--- src/rtl/core/hci_pkg.sv ---
// ----------------------------------------------------------------------------
// hci_pkg: shared types and constants for the hash chain insert block
// Hash multiplier, widths, queue depth, register map and the queue entry.
// ----------------------------------------------------------------------------
package hci_pkg;

  // Multiplicative hash
  localparam logic [31:0] HASH_MULT  = 32'd2654435761;
  localparam int          HASH_SHIFT = 16;

  // Field widths
  localparam int POS_W     = 16;
  localparam int WORD_W    = 32;
  localparam int HASH_W    = 16;   // widest hash, also the result field width
  localparam int DATA_W    = 32;
  localparam int ADDR_W    = 2;

  // Default parameter values
  localparam int HASH_BITS_DEF   = 16;
  localparam int WINDOW_BITS_DEF = 15;

  // Front-to-back queue depth
  localparam int QUEUE_DEPTH = 4;

  // Register map
  localparam logic [ADDR_W-1:0] REG_WINDOW_MASK = 2'd0;
  localparam logic [POS_W-1:0]  WINDOW_MASK_RST = 16'd32767;

  // One insert request as it travels from the front to the back
  typedef struct packed {
    logic [HASH_W-1:0] hash;
    logic [POS_W-1:0]  pos;
    logic              last;
  } req_t;

endpackage

--- src/rtl/core/hci_queue.sv ---
// ----------------------------------------------------------------------------
// hci_queue: short request queue between front and back
// Small register FIFO; push and pop in the same cycle are allowed.
// ----------------------------------------------------------------------------
module hci_queue
  import hci_pkg::*;
#(
  parameter int DEPTH = QUEUE_DEPTH
) (
  input  logic clk,
  input  logic rst_n,
  input  logic push,
  input  req_t push_data,
  input  logic pop,
  output req_t pop_data,
  output logic full,
  output logic empty
);

  localparam int PTR_W = (DEPTH > 1) ? $clog2(DEPTH) : 1;
  localparam int CNT_W = $clog2(DEPTH + 1);

  req_t             mem_r [DEPTH];
  logic [PTR_W-1:0] wr_ptr_r, rd_ptr_r;
  logic [CNT_W-1:0] count_r;

  assign full     = (count_r == CNT_W'(DEPTH));
  assign empty    = (count_r == '0);
  assign pop_data = mem_r[rd_ptr_r];

  // Pointer and fill count
  always_ff @(posedge clk) begin
    if (!rst_n) begin
      wr_ptr_r <= '0;
      rd_ptr_r <= '0;
      count_r  <= '0;
    end else begin
      if (push) begin
        wr_ptr_r <= (wr_ptr_r == PTR_W'(DEPTH - 1)) ? '0 : wr_ptr_r + 1'b1;
      end
      if (pop) begin
        rd_ptr_r <= (rd_ptr_r == PTR_W'(DEPTH - 1)) ? '0 : rd_ptr_r + 1'b1;
      end
      if (push && !pop) begin
        count_r <= count_r + 1'b1;
      end else if (pop && !push) begin
        count_r <= count_r - 1'b1;
      end
    end
  end

  // Entry storage
  always_ff @(posedge clk) begin
    if (push) begin
      mem_r[wr_ptr_r] <= push_data;
    end
  end

endmodule

--- config.mk ---
export PLATFORM = sky130hd
export DESIGN_NAME = hci_queue
export DESIGN_NICKNAME = d
export VERILOG_FILES = /design/src/rtl/core/hci_pkg.sv /design/src/rtl/core/hci_queue.sv
export SDC_FILE = /design/constraint.sdc
export NUM_CORES = 1
export LEC_CHECK = 0
export ABC_AREA = 0
export BUFFER_PORTS_ARGS = -buffer_cell sky130_fd_sc_hd__buf_2
export CORE_ASPECT_RATIO = 1.4
export CORE_MARGIN = 2
export CORE_UTILIZATION = 61
export DETAILED_ROUTE_END_ITERATION = 16
export GPL_ROUTABILITY_DRIVEN = 0
export PLACE_DENSITY_LB_ADDON = 0.15
export SETUP_SLACK_MARGIN = 0.5
export SKIP_CTS_REPAIR_TIMING = 1
export SLEW_MARGIN = 10
export SYNTH_ARGS = -nofsm -noshare
export SYNTH_HDL_FRONTEND = slang
export SYNTH_SLANG_ARGS = --single-unit
export TNS_END_PERCENT = 10
--- constraint.sdc ---
create_clock -name clk -period 5.3 [get_ports clk]
set_input_delay 0.795 -clock clk [delete_from_list [all_inputs] [get_ports clk]]
set_output_delay 0.795 -clock clk [all_outputs]
set_load 0.02 [all_outputs]
==> impl_metrics.yaml <==
status:
  status: "complete, no violations"
global_route:
  grt_pass1_wl_mm: 13.1
  antenna_found_initial: 1
  grt_overflow: 0
  grt_max_degree: 34
  grt_use_total_pct: 20.4
  grt_pass1_vias: 2443
logic_synthesis:
  synth.top_cell.area_share_pct: 75.3
  syn_avg_cell_area_um2: 24.3
  synth_area_leaders: "edfxtp_1 75%, mux4_2 13%, dfxtp_1 3.4%"
  yosys.area_share.simple_pct: 1.71
  yosysSeqAreaShare_pct: 78.7
  synth_mux_area_share_pct: 15.1
  synth_compound_gate_area_share_pct: 0.380
  synth_top_family_by_area: "multiplexers"
  ys_types: 23
  synth_area_um2: 5270
  yosys_warnings: 0
  synthCells: 217
  synth-adder-area-share_pct: 1.81
  syn-num-nets: 261
  synthXorXnorAreaFrac_pct: 0.333
  synth-seq-cells: 141
  synth_top_cell_by_area: "edfxtp_1"
clock_network:
  path_clk_slew_ns: 0.05
  cts_root_buf: "clkbuf_16"
  htreeDepth: 4
  cts_made_buffers: 17
  clock_path_buffers: 2
  clkSinkCount: 141
  cts_tree: "done"
  clock_latency_ns: 0.41
timing:
  min_period_ns: 2.99
  fin_setup_tns_ns: 0
  fmax_mhz: 335
  layout_worst_path_cycle_share_pct: 56.4
  worst_clock_skew_ns: 0.00795
  maxSlewHeadroom_pct: 39.3
  rsz0062_at_grt: "no"
  hold_viol: 0
  drv_slew: 0
  finalSetupViolCount: 0
  worst_slew_pin_slew_ns: 0.910
finish:
  area_delta_synth_final_pct: 19.8
  register_area_um2: 4150
  postLayoutCellArea_um2: 6310
  multi_input_area_um2: 1020
  drive_gt1_share_pct: 43.8
  nFillCells: 478
  nets: 344
  stdcell_count: 419
pwr:
  ir_drop_mv: 0.277
  cellPowerDensity_nw_per_um2: 439
  comb_power_share_pct: 8.2
  p_leak_nw: 2.21
  seq_power_share_pct: 47.0
  p_sw_uw: 572
  clockPowerShare_pct: 44.8
  power_switching_share_pct: 20.6
  p_total_mw: 2.77
  power.internal_mw: 2.20
critical_path:
  worstPathRequired_ns: 4.51
  critPathArrivalTime_ns: 2.19
  start_kind: "flop"
  worst-setup-path-type: "flop to output port"
  reg2regPathDepth: 2
  endpoint_kind: "output port"
  critPathMaxFanout: 28
hold_path:
  hold_class: "flop to flop"
  holdPathStages: 2
drt:
  drc: 0
  viasPerCell: 5.69
  wl_per_cell_um: 20.6
  dr.pass1.iters: 4
  vias: 2383
  drt_iter0_drc: 137
  wl_mm: 8.63
  ant_nets: 0
placement:
  port_buffers: 71
  dp.cells: 386
  place_hpwl_mm: 4.79
  placed_area_um2: 5680
floorplanning:
  die_h_um: 114
  rows: 40
  start_util_pct: 61.9
  die_area_um2: 9400
  die_w_um: 82.5
  coreArea_um2: 8510
  top_level_ports: 72
job:
  maxCapViolations: 0
[logic make-up (layout without fill, tap and decap cells)]
kind of cell	count (synthesis)	after routing
buf+inv	12	108
compound gates	3	3
simple gates	15	15
mux	37	37
xor+xnor	2	2
other cells	0	1
fa+ha+maj	7	7
flops	141	141
[worst paths after layout]
| check | slack, ns | startpoint | to |
|---|---|---|---|
| max reg2reg | 3.55 | wr_ptr_r[0] | mem_r[3][2] |
| min reg2reg | 0.56 | wr_ptr_r[1] | wr_ptr_r[1] |
| max | 2.31 | flop | pop_data[15] |
| min | 0.56 | wr_ptr_r[1] | wr_ptr_r[1] |
[cell usage in the layout, fill, tap and decap left out, drive strengths merged, types with 2 or more instances in the layout]
| cell | instances |
|---|---|
| nor2b | 5 |
| dfxtp | 9 |
| buf | 72 |
| edfxtp | 132 |
| clkbuf | 18 |
| ha | 6 |
| bufinv | 5 |
| mux2i | 4 |
| nor3 | 2 |
| mux4 | 33 |
| and2 | 5 |
| clkinv | 8 |
| inv | 4 |
[per-layer routing]
metal  GRT usage [%]  share of wire [%]  vias up
li1                -                  -     1070
met1            26.2                 41     1236
met2            31.7                 53       73
met3            7.36                5.4        4
met4            8.42               0.46        0
met5               0                  0        -
[synth_stat cells]
library cell,n
nor3_1,2
or3_1,1
a21boi_0,1
edfxtp_1,132
clkbuf_1,1
mux2i_1,4
ha_1,6
dfxtp_1,9
xor2_1,1
nor2_1,1
mux4_2,30
xnor2_1,1
o21ai_0,1
nor3b_1,1
buf_2,3
mux4_1,3
nor2b_1,5
buf_6,1
buf_12,3
and2_1,5
inv_1,4
fa_1,1
o21a_1,1
[flip-flops by register name (all words and copies together), names as in the netlist, named ones only]
signal,flops
wr_ptr_r,2
rd_ptr_r,2
count_r,3
mem_r,132
[cell type report]
class / count / share of cell area, %
inverters: 4 / 0.238
clock buffers: 18 / 6.80
multi-input cells: 64 / 16.2
repair buffers: 72 / 5.75
flip-flops and latches: 141 / 65.7
well taps: 105 / 2.08
diodes: 1 / 0.0397
clock inverters: 14 / 3.15
[power by group through the flow]
stage / clock (mW) / combinational, mW / sequential, mW
floorplan: 0 / 0.167 / 1.31
global placement: 0 / 0.226 / 1.32
detailed placement: 0 / 0.231 / 1.32
CTS: 1.26 / 0.232 / 1.30
global route: 1.31 / 0.248 / 1.31
finish: 1.24 / 0.228 / 1.30
[per-stage QoR]
step | hold slack (ns) | util (%) | setup WS [ns]
floorplan | 0.472 | - | 3.23
global placement | 0.501 | 66.7 | 2.71
detailed placement | 0.555 | 66.7 | 2.71
CTS | 0.563 | 74.1 | 2.25
global route | 0.589 | 74.1 | 2.15
finish | 0.559 | 74.1 | 2.31
[critical path: stages (launching register included)]
cell	delay, ns
dfxtp_2	0.43
buf_4	0.51
mux4_1	0.65
buf_2	0.18
(Power assumes the default switching activity.)
