## config.mk

```make
export PLATFORM = sky130hd
export DESIGN_NAME = hci_front
export DESIGN_NICKNAME = d
export VERILOG_FILES = /design/src/rtl/core/hci_pkg.sv /design/src/rtl/core/hci_front.sv
export SDC_FILE = /design/constraint.sdc
export NUM_CORES = 1
export LEC_CHECK = 0
export ABC_AREA = 1
export BUFFER_PORTS_ARGS = -buffer_cell sky130_fd_sc_hd__buf_2
export CORE_ASPECT_RATIO = 0.7
export CORE_MARGIN = 1.5
export CORE_UTILIZATION = 50
export CTS_CLUSTER_SIZE = 8
export DETAILED_ROUTE_END_ITERATION = 6
export GPL_TIMING_DRIVEN = 0
export MAX_ROUTING_LAYER = met4
export PLACE_DENSITY = 0.68
export SYNTH_ARGS = -nofsm -noshare
export SYNTH_HDL_FRONTEND = slang
export SYNTH_SLANG_ARGS = --single-unit
```

## constraint.sdc

```tcl
create_clock -name clk -period 11.21 [get_ports clk]
set_input_delay 1.121 -clock clk [delete_from_list [all_inputs] [get_ports clk]]
set_output_delay 1.121 -clock clk [all_outputs]
set_load 0.1 [all_outputs]
```

## src/rtl/core/hci_pkg.sv

```systemverilog
// ----------------------------------------------------------------------------
// hci_pkg: shared types and constants for the hash chain insert block
// Hash multiplier, widths, queue depth, register map and the queue entry.
// ----------------------------------------------------------------------------
package hci_pkg;

  // Multiplicative hash
  localparam logic [31:0] HASH_MULT  = 32'd2654435761;
  localparam int          HASH_SHIFT = 16;

  // Field widths
  localparam int POS_W     = 16;
  localparam int WORD_W    = 32;
  localparam int HASH_W    = 16;   // widest hash, also the result field width
  localparam int DATA_W    = 32;
  localparam int ADDR_W    = 2;

  // Default parameter values
  localparam int HASH_BITS_DEF   = 16;
  localparam int WINDOW_BITS_DEF = 15;

  // Front-to-back queue depth
  localparam int QUEUE_DEPTH = 4;

  // Register map
  localparam logic [ADDR_W-1:0] REG_WINDOW_MASK = 2'd0;
  localparam logic [POS_W-1:0]  WINDOW_MASK_RST = 16'd32767;

  // One insert request as it travels from the front to the back
  typedef struct packed {
    logic [HASH_W-1:0] hash;
    logic [POS_W-1:0]  pos;
    logic              last;
  } req_t;

endpackage

```

## src/rtl/core/hci_front.sv

```systemverilog
// ----------------------------------------------------------------------------
// hci_front: request capture and hash stage
// Registers an accepted request, hashes its word and pushes it to the queue.
// ----------------------------------------------------------------------------
module hci_front
  import hci_pkg::*;
#(
  parameter int HASH_BITS = HASH_BITS_DEF
) (
  input  logic              clk,
  input  logic              rst_n,
  input  logic              accept,
  input  logic [POS_W-1:0]  position,
  input  logic [WORD_W-1:0] word_at_position,
  input  logic              last_in_run,
  input  logic              q_full,
  output logic              stall,
  output logic              q_push,
  output req_t              q_data
);

  logic              valid_r, valid_nxt;
  logic [POS_W-1:0]  pos_r;
  logic [WORD_W-1:0] word_r;
  logic              last_r;
  logic [WORD_W-1:0] prod;

  // Stage holds a request until the queue takes it
  assign q_push = valid_r & ~q_full;
  assign stall  = valid_r & q_full;

  always_comb begin
    valid_nxt = valid_r;
    if (accept) begin
      valid_nxt = 1'b1;
    end else if (q_push) begin
      valid_nxt = 1'b0;
    end
  end

  always_ff @(posedge clk) begin
    if (!rst_n) begin
      valid_r <= 1'b0;
    end else begin
      valid_r <= valid_nxt;
    end
  end

  always_ff @(posedge clk) begin
    if (accept) begin
      pos_r  <= position;
      word_r <= word_at_position;
      last_r <= last_in_run;
    end
  end

  // Product modulo 2^32, bucket from the upper half
  assign prod = word_r * HASH_MULT;

  always_comb begin
    q_data      = '0;
    q_data.hash = HASH_W'(prod[HASH_SHIFT +: HASH_BITS]);
    q_data.pos  = pos_r;
    q_data.last = last_r;
  end

endmodule

```

==> flow_results.org <==
** Logic synthesis
- After Yosys synthesis, XOR and XNOR cells account for 2.26% of the synthesized area.
- After synthesis, the largest family of logic cells by area is adder cells.
- Number of warnings reported in the yosys synthesis log :: 0
- Measured against the total synthesized area, the mux share comes to 0%.
- Most area-consuming cells after synthesis :: fa_1 37%, ha_1 21%, edfxtp_1 14%
- Synth unique cells :: 36
- After synthesis, the most frequently instantiated cells are 389 x inv_1, 203 x fa_1, 184 x ha_1, 111 x nand2_1, 49 x edfxtp_1.
- Adder-cell share of the synthesized area :: 58.6%
- Most frequent cell after synthesis :: inv_1
- Of the post-synthesis cell area, the dominant cell type holds 37.4%.
- Synthesis produced 1119 cells.
- Syn_area_per_cell :: 9.71 sq um
- Summed instance area of the synthesized netlist :: 10900 sq um
- Synth Net Count :: 1559
- Complex-gate fraction of the synthesized area :: 3.62%
- The synthesized netlist devotes 7.19% of its cell area to simple gates.
- Yosys top cell by area :: fa_1
- Share of flip-flops with an asynchronous set or reset :: 0%
- For this run, the leading register cell type out of synthesis is edfxtp_1.
- Sequential share of the synthesized area :: 13.7%
- Flip-flop and latch count after synthesis :: 50
- Yosys mapped a number of flops with a built-in enable equal to 49.

** Drt
- Via/cell ratio :: 4.84
- Residual DRC :: 0
- Number of optimization iterations in the first detailed-route pass :: 5
- DR iter-0 viols :: 355
- The final route contains 7211 vias.
- Count of antenna-violating nets left after detailed routing :: 0
- WL/cell :: 16.6 microns
- Wires add up to 24.7 mm.

** Clock network
- Resized cells post-CTS :: 0
- Total CTS buffers :: 5
- Count of hold-fix buffers inserted at cts :: 0
- Clock tree from TritonCTS :: built
- After clock tree synthesis, the clock-pin slew on the worst setup and hold paths is 0.07 ns.
- Clk root buf :: clkbuf_16
- The later pin in the worst-skew pair is clocked with a latency of 0.29 ns.
- Maximum clock insertion buffer count :: 2
- The H-tree was split into 2 levels.
- Once the clock tree was built, the setup fixing pass inserted 0 buffers.
- Num Clock Sinks :: 50

** Setup path
- Arrival time at the worst endpoint :: 7.79 ns
- Start-to-end type of the worst setup path :: reg2out
- Traced cell by cell, the critical path runs through inv_1 > fa_1 > inv_1 > fa_1 > inv_1 > fa_1 > fa_1 > fa_1 > fa_1 > fa_1 > inv_1 > fa_1 > ha_1 > inv_1 > nor3_1 > nand2_1 > nor4_1 > nand2_1 > nand3_1 > nand3_1 > nand2_1 > buf_4 > buf_2.
- Stages on the worst setup path :: 23
- Top Family by Delay on Critical Path :: adder cells
- STA classifies the critical path startpoint as a flip-flop.
- Startpoint of the worst setup timing path :: word_r[17]
- Together, buffers and inverters on the worst path number 7.
- The startpoint identified for the worst register-to-register timing path is valid_r.
- On the critical path, the stage with the largest delay is an instance of edfxtp_1.
- The most numerous cell type found on the critical path is fa_1.
- On the worst path, the slowest cell contributes a delay of 0.72 ns.
- Along the worst path, the maximum fanout reaches 7.
- Reg2reg setup slack :: 10.54 ns
- Critical Path Sink Type :: output port
- The worst register-to-register path has a depth of 3.
- RR Endpoint :: valid_r
- Data required time of the critical path :: 10.09 ns
- Endpoint of the worst setup timing path :: q_data[32]

** Timing
- RSZ-0062 raised after global routing :: false
- In this run the tightest slew margin relative to its limit is 28.9%.
- Setup violations remaining at the end of the flow were counted as 0.
- Hold Violations, Final :: 0
- Time the final worst path needs with I/O delays and setup :: 8.91 ns
- Total negative slack :: 0 ns
- Final period util :: 79.5%
- Timing-limited maximum frequency :: 112 MHz
- Skew final :: 0 ns
- Slew @ Worst Pin :: 1.07 ns
- The number of pins exceeding their max-slew limit in the final report is 0.

** Die
- For this design the top-level I/O count stands at 88.
- Total Die Area :: 22600 sq um
- Standard-cell rows :: 44
- The die is 179 microns wide.
- Measured along the y axis, the die boundary spans 126 microns.
- For this configuration, the core starts out at a cell density of 51.7%.
- Core area :: 21000 sq um

** GRT
- Entering global routing, the biggest net connects 51 pins.
- Initial antenna violation count :: 0
- Number of global-route vias before repair :: 7747
- Total congestion overflow after global routing :: 0
- The first global-routing pass estimated 40.5 mm of wire.
- Across every metal layer, demand over resource in global routing totals 24.5%.

** Place
- In this run, placement finished with an instance count of 1482.
- Count of input and output buffers :: 87
- Half-perimeter wire length after placement :: 22.0 mm
- Placer Congestion :: 0.901

** Worst hold path
- Min-delay worst type :: reg2reg

** Cells and area
- At the end of the flow, the number of nets in the layout was 1653.
- Non-Filler Instances :: 1490
- The number of antenna diodes in the final layout is 0.
- Area delta synth->final :: 8.60%
- Share of layout cells above drive strength 1 :: 10.2%
- Finished Core Util :: 56.1%
- Fill cells in the final layout number 1872.

** Status
- Outcome :: finished, final reports clean

** Job
- Reported max-cap violation count :: 0
==> kinds of logic (layout without fill, tap and decap cells) <==
family,count (synthesis),in the layout
flops,50,50
compound gates,65,65
simple gates,183,183
buf+inv,406,501
fa+ha+maj,387,387
xor+xnor,28,28
==> how the worst min path moves through the flow <==
stage,endpoint,depth (start not counted),start
finish,valid_r,3,valid_r
global route,valid_r,3,valid_r
CTS,valid_r,3,valid_r
detailed placement,valid_r,3,valid_r
global placement,valid_r,3,valid_r
floorplan,valid_r,3,valid_r
==> state kept, by name (all words and copies together), names as in the netlist <==
register,flops
last_r,1
valid_r,1
pos_r,16
word_r,32
==> layout by cell type (no fill, tap or decap), drive strengths merged <==
master,count
inv,391
fa,203
ha,184
nand2,114
buf,104
edfxtp,49
a21oi,34
nor2,27
nand3,21
xor2,21
o21ai,18
xnor2,7
nor3,6
nand3b,5
clkbuf,5
nand4,4
nor4,3
o21bai,3
o31ai,2
or2,2
o211ai,1
a31oi,1
and2,1
a21boi,1
a211oi,1
o221ai,1
a221oi,1
o41ai,1
o21a,1
clkinv,1
dfxtp,1
==> metal layers <==
| metal | routed length, microns | GRT usage [%] |
|---|---|---|
| met5 | 0 | - |
| met4 | 306 | 3.79 |
| met3 | 1830 | 4.83 |
| met2 | 10000 | 34.4 |
| met1 | 12600 | 37.4 |
==> layout make-up <==
type	instances	area, sq um	share of cell area (%)
multi-input cells	663	7780	66.0
flip-flops and latches	50	1490	12.6
inverters	389	1460	12.4
repair buffers	87	435	3.69
well taps	276	345	2.93
plain buffers	17	128	1.08
clock buffers	5	125	1.06
clock inverters	3	28.8	0.244
==> tightest hold or removal path, cell delays in order, from the launching register on <==
cell and delay (ns):
dfxtp_1 0.34, nand2_1 0.05, inv_1 0.06, o21a_1 0.10
==> per-stage QoR <==
| step | hold slack [ns] | setup WS (ns) | area, sq um |
|---|---|---|---|
| 6_report | 0.574 | 2.30 | 11800 |
| 5_1_grt | 0.623 | 1.86 | 11800 |
| 4_1_cts | 0.571 | 2.32 | 11800 |
| 3_5_place_dp | 0.551 | 2.70 | 11600 |
| 3_3_place_gp | 0.536 | 2.70 | 11600 |
| 2_1_floorplan | 1.06 | 3.90 | 10900 |
Power is left out: the tool's default activity adds up to more than one toggle a clock period on the data nets, which glitch-free logic cannot reach.
